`src/hdl/srvp_pkg.sv`:
```
// Shared constants and types for the square-root velocity profile block.
// No dependencies; imported by sqrt_ramp_velocity_profile, speed_profile_checker and testbench.
`default_nettype none

package srvp_pkg;

    // Fixed field widths of the configuration registers
    localparam int DIST_W  = 20;  // accel_dist, decel_dist, segment_length
    localparam int GAIN_W  = 8;   // decel_gain, units of 1/256
    localparam int STOP_W  = 10;  // stop_threshold
    localparam int ROOT_W  = 32;  // square root result is capped to this width
    localparam int APB_W   = 32;  // APB data width
    localparam int ADDR_W  = 5;   // seven registers at byte addresses 4*i

    // Register map, word index = paddr[ADDR_W-1:2]
    typedef enum logic [2:0] {
        REG_MAX_SPEED  = 3'd0,
        REG_MIN_SPEED  = 3'd1,
        REG_ACCEL_DIST = 3'd2,
        REG_DECEL_DIST = 3'd3,
        REG_DECEL_GAIN = 3'd4,
        REG_SEG_LEN    = 3'd5,
        REG_STOP_THR   = 3'd6
    } reg_idx_t;

    // Reset values
    localparam int RST_MAX_SPEED  = 9000;
    localparam int RST_MIN_SPEED  = 700;
    localparam int RST_ACCEL_DIST = 1000;
    localparam int RST_DECEL_DIST = 1000;
    localparam int RST_DECEL_GAIN = 205;
    localparam int RST_SEG_LEN    = 2720;
    localparam int RST_STOP_THR   = 20;

endpackage

`default_nettype wire

```
`src/hdl/sqrt_ramp_velocity_profile.sv`:
```
// Square-root velocity profile for one axis: bit-serial multiply, divide and
// square root on a shared work shift register. Depends on srvp_pkg.
`default_nettype none

// Channel    | Dir | Handshake                    | Content
// -----------+-----+------------------------------+-------------------------------------
// s_axis     | in  | s_axis_tvalid/s_axis_tready  | target_pos, robot_pos
// m_axis     | out | m_axis_tvalid/m_axis_tready  | speed_cmd, arrived
// APB        | in  | psel/penable/pwrite, pready  | seven profile registers, 4*i
//
// After accept an item passes ST_ABS and ST_PREP, then XW multiply steps,
// NUM_W restoring divide steps and RW square-root steps, one bit (root: one
// bit per two input bits) per cycle through the work shift register, and
// then ST_SCALE and ST_FIN; a zero divisor skips the three loops. One item
// is in flight at a time; s_axis_tready is high only while idle. The
// finished result sits in the output register, so a new item can be
// taken while it waits; a stall on m_axis holds the core in its final
// state. Reset clears control state and loads register defaults; a write
// to any mapped register clears the arrived latch.

module sqrt_ramp_velocity_profile #(
    parameter int POS_WIDTH   = 20,
    parameter int SPEED_WIDTH = 14
) (
    input  wire logic                                        clk,
    input  wire logic                                        rst_n,
    // tdata: target_pos [PW-1:0], robot_pos [2PW-1:PW], zero fill
    input  wire logic [((2*POS_WIDTH+7)/8)*8-1:0]            s_axis_tdata,
    input  wire logic                                        s_axis_tvalid,
    output logic                                             s_axis_tready,
    // tdata: speed_cmd [SW:0], arrived [SW+1], zero fill
    output logic [((SPEED_WIDTH+2+7)/8)*8-1:0]               m_axis_tdata,
    output logic                                             m_axis_tvalid,
    input  wire logic                                        m_axis_tready,
    input  wire logic                                        psel,
    input  wire logic                                        penable,
    input  wire logic                                        pwrite,
    input  wire logic [srvp_pkg::ADDR_W-1:0]                 paddr,
    input  wire logic [srvp_pkg::APB_W-1:0]                  pwdata,
    output logic [srvp_pkg::APB_W-1:0]                       prdata,
    output logic                                             pready
);

    import srvp_pkg::*;

    localparam int PW    = POS_WIDTH;
    localparam int SW    = SPEED_WIDTH;
    localparam int OUT_W = ((SW+2+7)/8)*8;
    localparam int EW    = PW + 1;                       // error width
    localparam int XW    = (EW > DIST_W) ? EW : DIST_W;  // ramp distance width
    localparam int MW    = 2*SW;                         // max_speed squared
    localparam int NUM_W = MW + XW;                      // numerator / quotient
    localparam int RW    = (NUM_W + 1) / 2;              // root width
    localparam int QE    = 2*RW;                         // quotient padded to even
    localparam int RWX   = (RW > ROOT_W) ? RW : ROOT_W;
    localparam int CNT_W = $clog2(NUM_W);

    typedef enum logic [7:0] {
        ST_IDLE  = 8'b0000_0001,
        ST_ABS   = 8'b0000_0010,
        ST_PREP  = 8'b0000_0100,
        ST_MUL   = 8'b0000_1000,
        ST_DIV   = 8'b0001_0000,
        ST_SQRT  = 8'b0010_0000,
        ST_SCALE = 8'b0100_0000,
        ST_FIN   = 8'b1000_0000
    } state_t;

    // control state
    state_t             state_reg,  state_next;
    logic [CNT_W-1:0]   cnt_reg,    cnt_next;
    logic               out_valid_reg, out_valid_next;
    logic               arrived_reg, arrived_next;

    // configuration
    logic [SW-1:0]      max_speed_reg,  min_speed_reg;
    logic [DIST_W-1:0]  accel_dist_reg, decel_dist_reg, seg_len_reg;
    logic [GAIN_W-1:0]  decel_gain_reg;
    logic [STOP_W-1:0]  stop_thr_reg;

    // datapath
    logic [EW-1:0]      err_reg,   err_next;
    logic               neg_reg,   neg_next;
    logic               zero_reg,  zero_next;
    logic [EW-1:0]      aerr_reg,  aerr_next;
    logic [MW-1:0]      m2_reg,    m2_next;
    logic               accel_reg, accel_next;
    logic               stop_reg,  stop_next;
    logic               cap_reg,   cap_next;
    logic [DIST_W-1:0]  den_reg,   den_next;
    logic [QE-1:0]      work_reg,  work_next;
    logic [DIST_W-1:0]  drem_reg,  drem_next;
    logic [RW-1:0]      root_reg,  root_next;
    logic [RW+1:0]      srem_reg,  srem_next;
    logic [SW-1:0]      mag_reg,   mag_next;
    logic [OUT_W-1:0]   out_data_reg, out_data_next;

    // combinational helpers
    logic               s_acc;
    logic               cfg_we;
    reg_idx_t           cfg_idx;
    logic [PW-1:0]      tgt_in, pos_in;
    logic [XW-1:0]      aerr_x, seg_x, dist_a, dist_b, ramp_x;
    logic               accel_now;
    logic [MW:0]        mul_sum;
    logic [DIST_W:0]    div_t;
    logic               div_ge;
    logic [RW+3:0]      sq_t, sq_trial;
    logic               sq_ge;
    logic [RWX-1:0]     root_x;
    logic [ROOT_W-1:0]  s32;
    logic [ROOT_W:0]    acc_sum;
    logic [SW-1:0]      acc_mag, dec_mag;
    logic [ROOT_W+GAIN_W-1:0] dec_prod;
    logic [ROOT_W-1:0]  dec_shift;
    logic [SW:0]        speed_val;
    logic               arrived_new;

    assign pready        = 1'b1;
    assign s_axis_tready = (state_reg == ST_IDLE);
    assign m_axis_tvalid = out_valid_reg;
    assign m_axis_tdata  = out_data_reg;
    assign s_acc         = s_axis_tvalid && s_axis_tready;
    assign cfg_we        = psel && penable && pwrite && pready;
    assign cfg_idx       = reg_idx_t'(paddr[ADDR_W-1:2]);
    assign tgt_in        = s_axis_tdata[PW-1:0];
    assign pos_in        = s_axis_tdata[2*PW-1:PW];

    // register read
    always_comb
    begin
        unique case (cfg_idx)
            REG_MAX_SPEED:  prdata = APB_W'(max_speed_reg);
            REG_MIN_SPEED:  prdata = APB_W'(min_speed_reg);
            REG_ACCEL_DIST: prdata = APB_W'(accel_dist_reg);
            REG_DECEL_DIST: prdata = APB_W'(decel_dist_reg);
            REG_DECEL_GAIN: prdata = APB_W'(decel_gain_reg);
            REG_SEG_LEN:    prdata = APB_W'(seg_len_reg);
            REG_STOP_THR:   prdata = APB_W'(stop_thr_reg);
            default:        prdata = '0;
        endcase
    end

    // step logic of the serial units
    always_comb
    begin
        // prep: phase select and ramp distance
        aerr_x    = XW'(aerr_reg);
        seg_x     = XW'(seg_len_reg);
        dist_a    = seg_x - aerr_x;
        dist_b    = aerr_x - seg_x;
        accel_now = aerr_x > XW'(decel_dist_reg);
        ramp_x    = accel_now ? ((seg_x >= aerr_x) ? dist_a : dist_b) : aerr_x;

        // shift-add multiply, multiplier bits leave at the bottom
        mul_sum = {1'b0, work_reg[NUM_W-1:XW]} + (work_reg[0] ? {1'b0, m2_reg} : '0);

        // restoring divide, dividend bits enter from the top
        div_t  = {drem_reg, work_reg[NUM_W-1]};
        div_ge = div_t >= {1'b0, den_reg};

        // restoring square root, two radicand bits per step
        sq_t     = {srem_reg, work_reg[QE-1:QE-2]};
        sq_trial = (RW+4)'({root_reg, 2'b01});
        sq_ge    = sq_t >= sq_trial;

        // scale: cap root, then ramp or brake magnitude
        root_x = RWX'(root_reg);
        if (cap_reg || (root_x > RWX'({ROOT_W{1'b1}})))
            s32 = '1;
        else
            s32 = root_x[ROOT_W-1:0];
        acc_sum   = {1'b0, s32} + (ROOT_W+1)'(min_speed_reg);
        acc_mag   = (acc_sum > (ROOT_W+1)'(max_speed_reg)) ? max_speed_reg
                                                            : acc_sum[SW-1:0];
        dec_prod  = (ROOT_W+GAIN_W)'(decel_gain_reg) * (ROOT_W+GAIN_W)'(s32);
        dec_shift = dec_prod[ROOT_W+GAIN_W-1:GAIN_W];
        dec_mag   = (|dec_shift[ROOT_W-1:SW]) ? {SW{1'b1}} : dec_shift[SW-1:0];

        // final sign
        arrived_new = arrived_reg || stop_reg;
        if (zero_reg)
            speed_val = '0;
        else if (neg_reg)
            speed_val = '0 - {1'b0, mag_reg};
        else
            speed_val = {1'b0, mag_reg};
    end

    // sequencer
    always_comb
    begin
        state_next     = state_reg;
        cnt_next       = cnt_reg;
        out_valid_next = out_valid_reg && !m_axis_tready;
        arrived_next   = arrived_reg;
        err_next       = err_reg;
        neg_next       = neg_reg;
        zero_next      = zero_reg;
        aerr_next      = aerr_reg;
        m2_next        = m2_reg;
        accel_next     = accel_reg;
        stop_next      = stop_reg;
        cap_next       = cap_reg;
        den_next       = den_reg;
        work_next      = work_reg;
        drem_next      = drem_reg;
        root_next      = root_reg;
        srem_next      = srem_reg;
        mag_next       = mag_reg;
        out_data_next  = out_data_reg;

        unique case (state_reg)
            ST_IDLE:
            begin
                if (s_acc)
                begin
                    err_next   = EW'($signed({tgt_in[PW-1], tgt_in})
                                     - $signed({pos_in[PW-1], pos_in}));
                    state_next = ST_ABS;
                end
            end
            ST_ABS:
            begin
                neg_next   = err_reg[EW-1];
                zero_next  = (err_reg == '0);
                aerr_next  = err_reg[EW-1] ? ('0 - err_reg) : err_reg;
                m2_next    = MW'(max_speed_reg) * MW'(max_speed_reg);
                state_next = ST_PREP;
            end
            ST_PREP:
            begin
                accel_next = accel_now;
                stop_next  = aerr_reg < EW'(stop_thr_reg);
                den_next   = accel_now ? accel_dist_reg : decel_dist_reg;
                cap_next   = accel_now ? (accel_dist_reg == '0) : (decel_dist_reg == '0);
                work_next  = QE'(ramp_x);
                cnt_next   = CNT_W'(XW - 1);
                if (accel_now ? (accel_dist_reg == '0) : (decel_dist_reg == '0))
                    state_next = ST_SCALE;
                else
                    state_next = ST_MUL;
            end
            ST_MUL:
            begin
                work_next = QE'({mul_sum, work_reg[XW-1:1]});
                if (cnt_reg == '0)
                begin
                    drem_next  = '0;
                    cnt_next   = CNT_W'(NUM_W - 1);
                    state_next = ST_DIV;
                end
                else
                    cnt_next = cnt_reg - 1'b1;
            end
            ST_DIV:
            begin
                drem_next = div_ge ? DIST_W'(div_t - {1'b0, den_reg}) : div_t[DIST_W-1:0];
                work_next = QE'({work_reg[NUM_W-2:0], div_ge});
                if (cnt_reg == '0)
                begin
                    root_next  = '0;
                    srem_next  = '0;
                    cnt_next   = CNT_W'(RW - 1);
                    state_next = ST_SQRT;
                end
                else
                    cnt_next = cnt_reg - 1'b1;
            end
            ST_SQRT:
            begin
                srem_next = sq_ge ? (RW+2)'(sq_t - sq_trial) : sq_t[RW+1:0];
                root_next = {root_reg[RW-2:0], sq_ge};
                work_next = {work_reg[QE-3:0], 2'b00};
                if (cnt_reg == '0)
                    state_next = ST_SCALE;
                else
                    cnt_next = cnt_reg - 1'b1;
            end
            ST_SCALE:
            begin
                if (stop_reg)
                    mag_next = '0;
                else if (accel_reg)
                    mag_next = acc_mag;
                else
                    mag_next = dec_mag;
                state_next = ST_FIN;
            end
            ST_FIN:
            begin
                // wait until the output register is free
                if (!out_valid_reg || m_axis_tready)
                begin
                    out_data_next  = OUT_W'({arrived_new, speed_val});
                    out_valid_next = 1'b1;
                    arrived_next   = arrived_new;
                    state_next     = ST_IDLE;
                end
            end
            default:
            begin
                state_next = ST_IDLE;
            end
        endcase

        // any mapped register write restarts the arrival latch
        if (cfg_we && (paddr[ADDR_W-1:2] <= REG_STOP_THR))
            arrived_next = 1'b0;
    end

    always_ff @(posedge clk or negedge rst_n)
    begin
        if (!rst_n)
        begin
            state_reg      <= ST_IDLE;
            cnt_reg        <= '0;
            out_valid_reg  <= 1'b0;
            arrived_reg    <= 1'b0;
            max_speed_reg  <= SW'(RST_MAX_SPEED);
            min_speed_reg  <= SW'(RST_MIN_SPEED);
            accel_dist_reg <= DIST_W'(RST_ACCEL_DIST);
            decel_dist_reg <= DIST_W'(RST_DECEL_DIST);
            decel_gain_reg <= GAIN_W'(RST_DECEL_GAIN);
            seg_len_reg    <= DIST_W'(RST_SEG_LEN);
            stop_thr_reg   <= STOP_W'(RST_STOP_THR);
        end
        else
        begin
            state_reg     <= state_next;
            cnt_reg       <= cnt_next;
            out_valid_reg <= out_valid_next;
            arrived_reg   <= arrived_next;
            if (cfg_we)
            begin
                unique case (cfg_idx)
                    REG_MAX_SPEED:  max_speed_reg  <= pwdata[SW-1:0];
                    REG_MIN_SPEED:  min_speed_reg  <= pwdata[SW-1:0];
                    REG_ACCEL_DIST: accel_dist_reg <= pwdata[DIST_W-1:0];
                    REG_DECEL_DIST: decel_dist_reg <= pwdata[DIST_W-1:0];
                    REG_DECEL_GAIN: decel_gain_reg <= pwdata[GAIN_W-1:0];
                    REG_SEG_LEN:    seg_len_reg    <= pwdata[DIST_W-1:0];
                    REG_STOP_THR:   stop_thr_reg   <= pwdata[STOP_W-1:0];
                    default:        ;
                endcase
            end
        end
    end

    // payload, no reset
    always_ff @(posedge clk)
    begin
        err_reg      <= err_next;
        neg_reg      <= neg_next;
        zero_reg     <= zero_next;
        aerr_reg     <= aerr_next;
        m2_reg       <= m2_next;
        accel_reg    <= accel_next;
        stop_reg     <= stop_next;
        cap_reg      <= cap_next;
        den_reg      <= den_next;
        work_reg     <= work_next;
        drem_reg     <= drem_next;
        root_reg     <= root_next;
        srem_reg     <= srem_next;
        mag_reg      <= mag_next;
        out_data_reg <= out_data_next;
    end

endmodule

`default_nettype wire

```
`config.mk`:
```
export PLATFORM = sky130hd
export DESIGN_NAME = sqrt_ramp_velocity_profile
export DESIGN_NICKNAME = d
export VERILOG_FILES = /design/src/hdl/srvp_pkg.sv /design/src/hdl/sqrt_ramp_velocity_profile.sv
export SDC_FILE = /design/constraint.sdc
export NUM_CORES = 2
export LEC_CHECK = 0
export CORE_UTILIZATION = 46
export DETAILED_ROUTE_END_ITERATION = 12
export DONT_BUFFER_PORTS = 1
export PLACE_DENSITY = 0.64
export SLEW_MARGIN = 25
export SYNTH_ARGS = -nofsm -noshare
export SYNTH_HDL_FRONTEND = slang
export SYNTH_SLANG_ARGS = --single-unit
```
`constraint.sdc`:
```
create_clock -name clk -period 7.9 [get_ports clk]
set_input_delay 1.185 -clock clk [delete_from_list [all_inputs] [get_ports clk]]
set_output_delay 1.185 -clock clk [all_outputs]
set_load 0.005 [all_outputs]
```
==> impl_metrics.json <==
{
  "status": "finished, final reports clean",
  "cp-start-kind": "flop",
  "dieArea_sq_um": 82530,
  "end_kind": "flop",
  "cts_hold_buffers": 0,
  "yosysSeqAreaShare_pct": 28.00,
  "drive_gt1_share_pct": 8.083,
  "fin_setup_tns_ns": 0,
  "critPathKind": "reg2reg",
  "fin_nets": 4640,
  "drv_cap": 0,
  "critPathCapture": "mag_reg[8]",
  "hold_class": "in2async",
  "clk_pin_slew_ns": 0.06,
  "ir_drop_mv": 0.2381,
  "period_minus_slack_ns": 6.889,
  "grt_max_degree": 123,
  "grt_overflow_total": 0,
  "worst-r2r-cell-count": 20,
  "grt_pass1_wl_um": 153500,
  "syn_avg_cell_area_sq_um": 9.447,
  "postSynth.asyncResetShare_pct": 33.15,
  "finalInstanceArea_sq_um": 40310,
  "grt_pass1_vias": 27674,
  "start_util_pct": 46.48,
  "clockPowerShare_pct": 16.0,
  "timing.rr.start": "decel_gain_reg[4]",
  "switching_share_pct": 46.49,
  "layout_setup_ws_ns": 1.011,
  "intPower_mw": 7.343,
  "setup_viol": 0,
  "row_count": 104,
  "slew_violations": 0,
  "p_leak_nw": 18.16,
  "cts_resized": 0,
  "r2r_end": "mag_reg[8]",
  "hold_slack_ns": 0.2618,
  "coreArea_sq_um": 80550,
  "path_max_fanout": 23,
  "synthCells": 3963,
  "postLayoutCoreUtil_pct": 50.05,
  "p_switching_mw": 6.380,
  "die_height_um": 287.3,
  "die_w_um": 287.3,
  "cp.required_ns": 8.17,
  "ios": 135,
  "clock_skew_ns": 0.07757,
  "power.density_nw_per_um2": 340.4,
  "h-tree-depth": 2,
  "numCtsBuffers": 46,
  "worstSkewPairLatency_ns": 0.66,
  "post-place-ws_ns": 1.078,
  "avgViaCountPerCell": 5.632,
  "largest_reg_flops": 50,
  "rsz0062_at_grt": "false",
  "remaining_drc_errors": 0,
  "hold_viol": 0,
  "min_period_over_period_pct": 87.20,
  "relSlewSlack_pct": 30.52,
  "cts.sinks": 368,
  "synth_ff_type": "edfxtp_1",
  "dp_hpwl_um": 75100,
  "netlist.area_leader.share_pct": 19.73,
  "io_buffers": 0,
  "post-cts-setup-buffers": 0,
  "drt-total-wl_um": 97310,
  "track_usage_pct": 23.62,
  "startpoint": "decel_gain_reg[4]",
  "p_comb_share_pct": 62.7,
  "final_common_cell": "inv_1",
  "antenna_cells": 0,
  "ys_warn_count": 0,
  "synth-edff-count": 246,
  "vias": 28269,
  "place_congestion": 0.9333,
  "syn2layout_area_growth_pct": 7.677,
  "wl_per_cell_um": 19.39,
  "pwr-share-seq_pct": 21.3,
  "drt_iter0_drc": 1997,
  "final_cell_mix": "inv_1, ha_1, nand2_1, nor2_1, fa_1",
  "arrival_ns": 7.16,
  "yosys_register_bits": 368,
  "synth_area_leader_cell": "edfxtp_1",
  "tritoncts": "yes",
  "drtAntennaViolNets": 0,
  "dr.pass1.iters": 5,
  "netlist_area_sq_um": 37440,
  "fmax_ghz": 0.1452,
  "antenna_found_initial": 2,
  "root_buffer": "clkbuf_16",
  "synth_area_leaders": "edfxtp_1, fa_1, ha_1",
  "synth_cell_types": 94,
  "max_slew.worst_pin.slew_ns": 1.042,
  "clock_path_buffers": 3,
  "placed_cell_area_sq_um": 38700,
  "reg2reg_slack_ns": 1.01
}
kinds of logic after synthesis:
kind of cell / synth area share (%)
xor+xnor: 4.422
buf+inv: 6.731
other cells: 0.02006
fa+ha+maj: 27.03
simple gates: 15.07
flops: 28.00
mux: 4.716
compound gates: 14.00
worst min path at each step:
stage	to	slack [ns]
after detailed placement	cnt_reg[0]	0.49
after floorplan	arrived_reg	0.45
final	max_speed_reg[11]	0.26
after global placement	arrived_reg	0.47
after global routing	max_speed_reg[11]	0.23
after CTS	max_speed_reg[11]	0.22
synthesized netlist by cell type (83+ instances only):
master / count
nand2_1: 327
clkbuf_1: 126
mux2i_1: 83
a21oi_1: 170
nor2_1: 302
inv_1: 479
dfrtp_1: 87
ha_1: 340
nor2b_1: 137
o21ai_0: 253
xnor2_1: 115
fa_1: 293
edfxtp_1: 246
metrics by stage:
step | total power [mW] | cells
floorplan | 9.388 | 3974
global placement | 11.38 | 4935
detailed placement | 11.46 | 4935
CTS | 13.78 | 5019
global route | 15.00 | 5019
finish | 13.72 | 5019
routing by layer:
metal / wire, um / share of wire [%] / vias up / track usage [%]
li1: - / - / 13534 / -
met1: 44850 / 46 / 13880 / 33.44
met2: 44430 / 46 / 736 / 37.80
met3: 5894 / 6.1 / 119 / 3.778
met4: 2126 / 2.2 / 0 / 5.505
met5: 0 / 0 / - / 0
worst max-delay path: stages, from the launching register on:
cell and delay [ns]:
dfrtp_1 1.03, nand2_1 0.20, fa_1 0.59, inv_1 0.05, fa_1 0.46, fa_1 0.56
inv_1 0.06, fa_1 0.53, inv_1 0.04, ha_1 0.42, and4_1 0.31, a32oi_1 0.25
a211oi_1 0.13, o21bai_1 0.22, a21oi_1 0.12, a211o_1 0.29, o41ai_1 0.38, nand4_1 0.16
nor3_2 0.21, o311a_4 0.40, a221oi_1 0.16
cell type report:
cell class                 instances  area [sq um]
fill                            7448         40240
multi-input combinational       2956         24590
sequential                       368         10480
inverter                         489          1836
clock buffer                      64          1331
tap                             1060          1326
timing repair buffer              62         478.0
clock inverter                    20         270.3
power by group through the flow:
stage / Clock (mW) / Combinational [mW] / Sequential, mW
floorplan: 0 / 6.62 / 2.76
global placement: 0 / 8.43 / 2.95
detailed placement: 0 / 8.50 / 2.95
CTS: 2.25 / 8.61 / 2.92
global route: 2.32 / 9.73 / 2.96
finish: 2.20 / 8.60 / 2.92
Power figures use the tool's default switching activity.
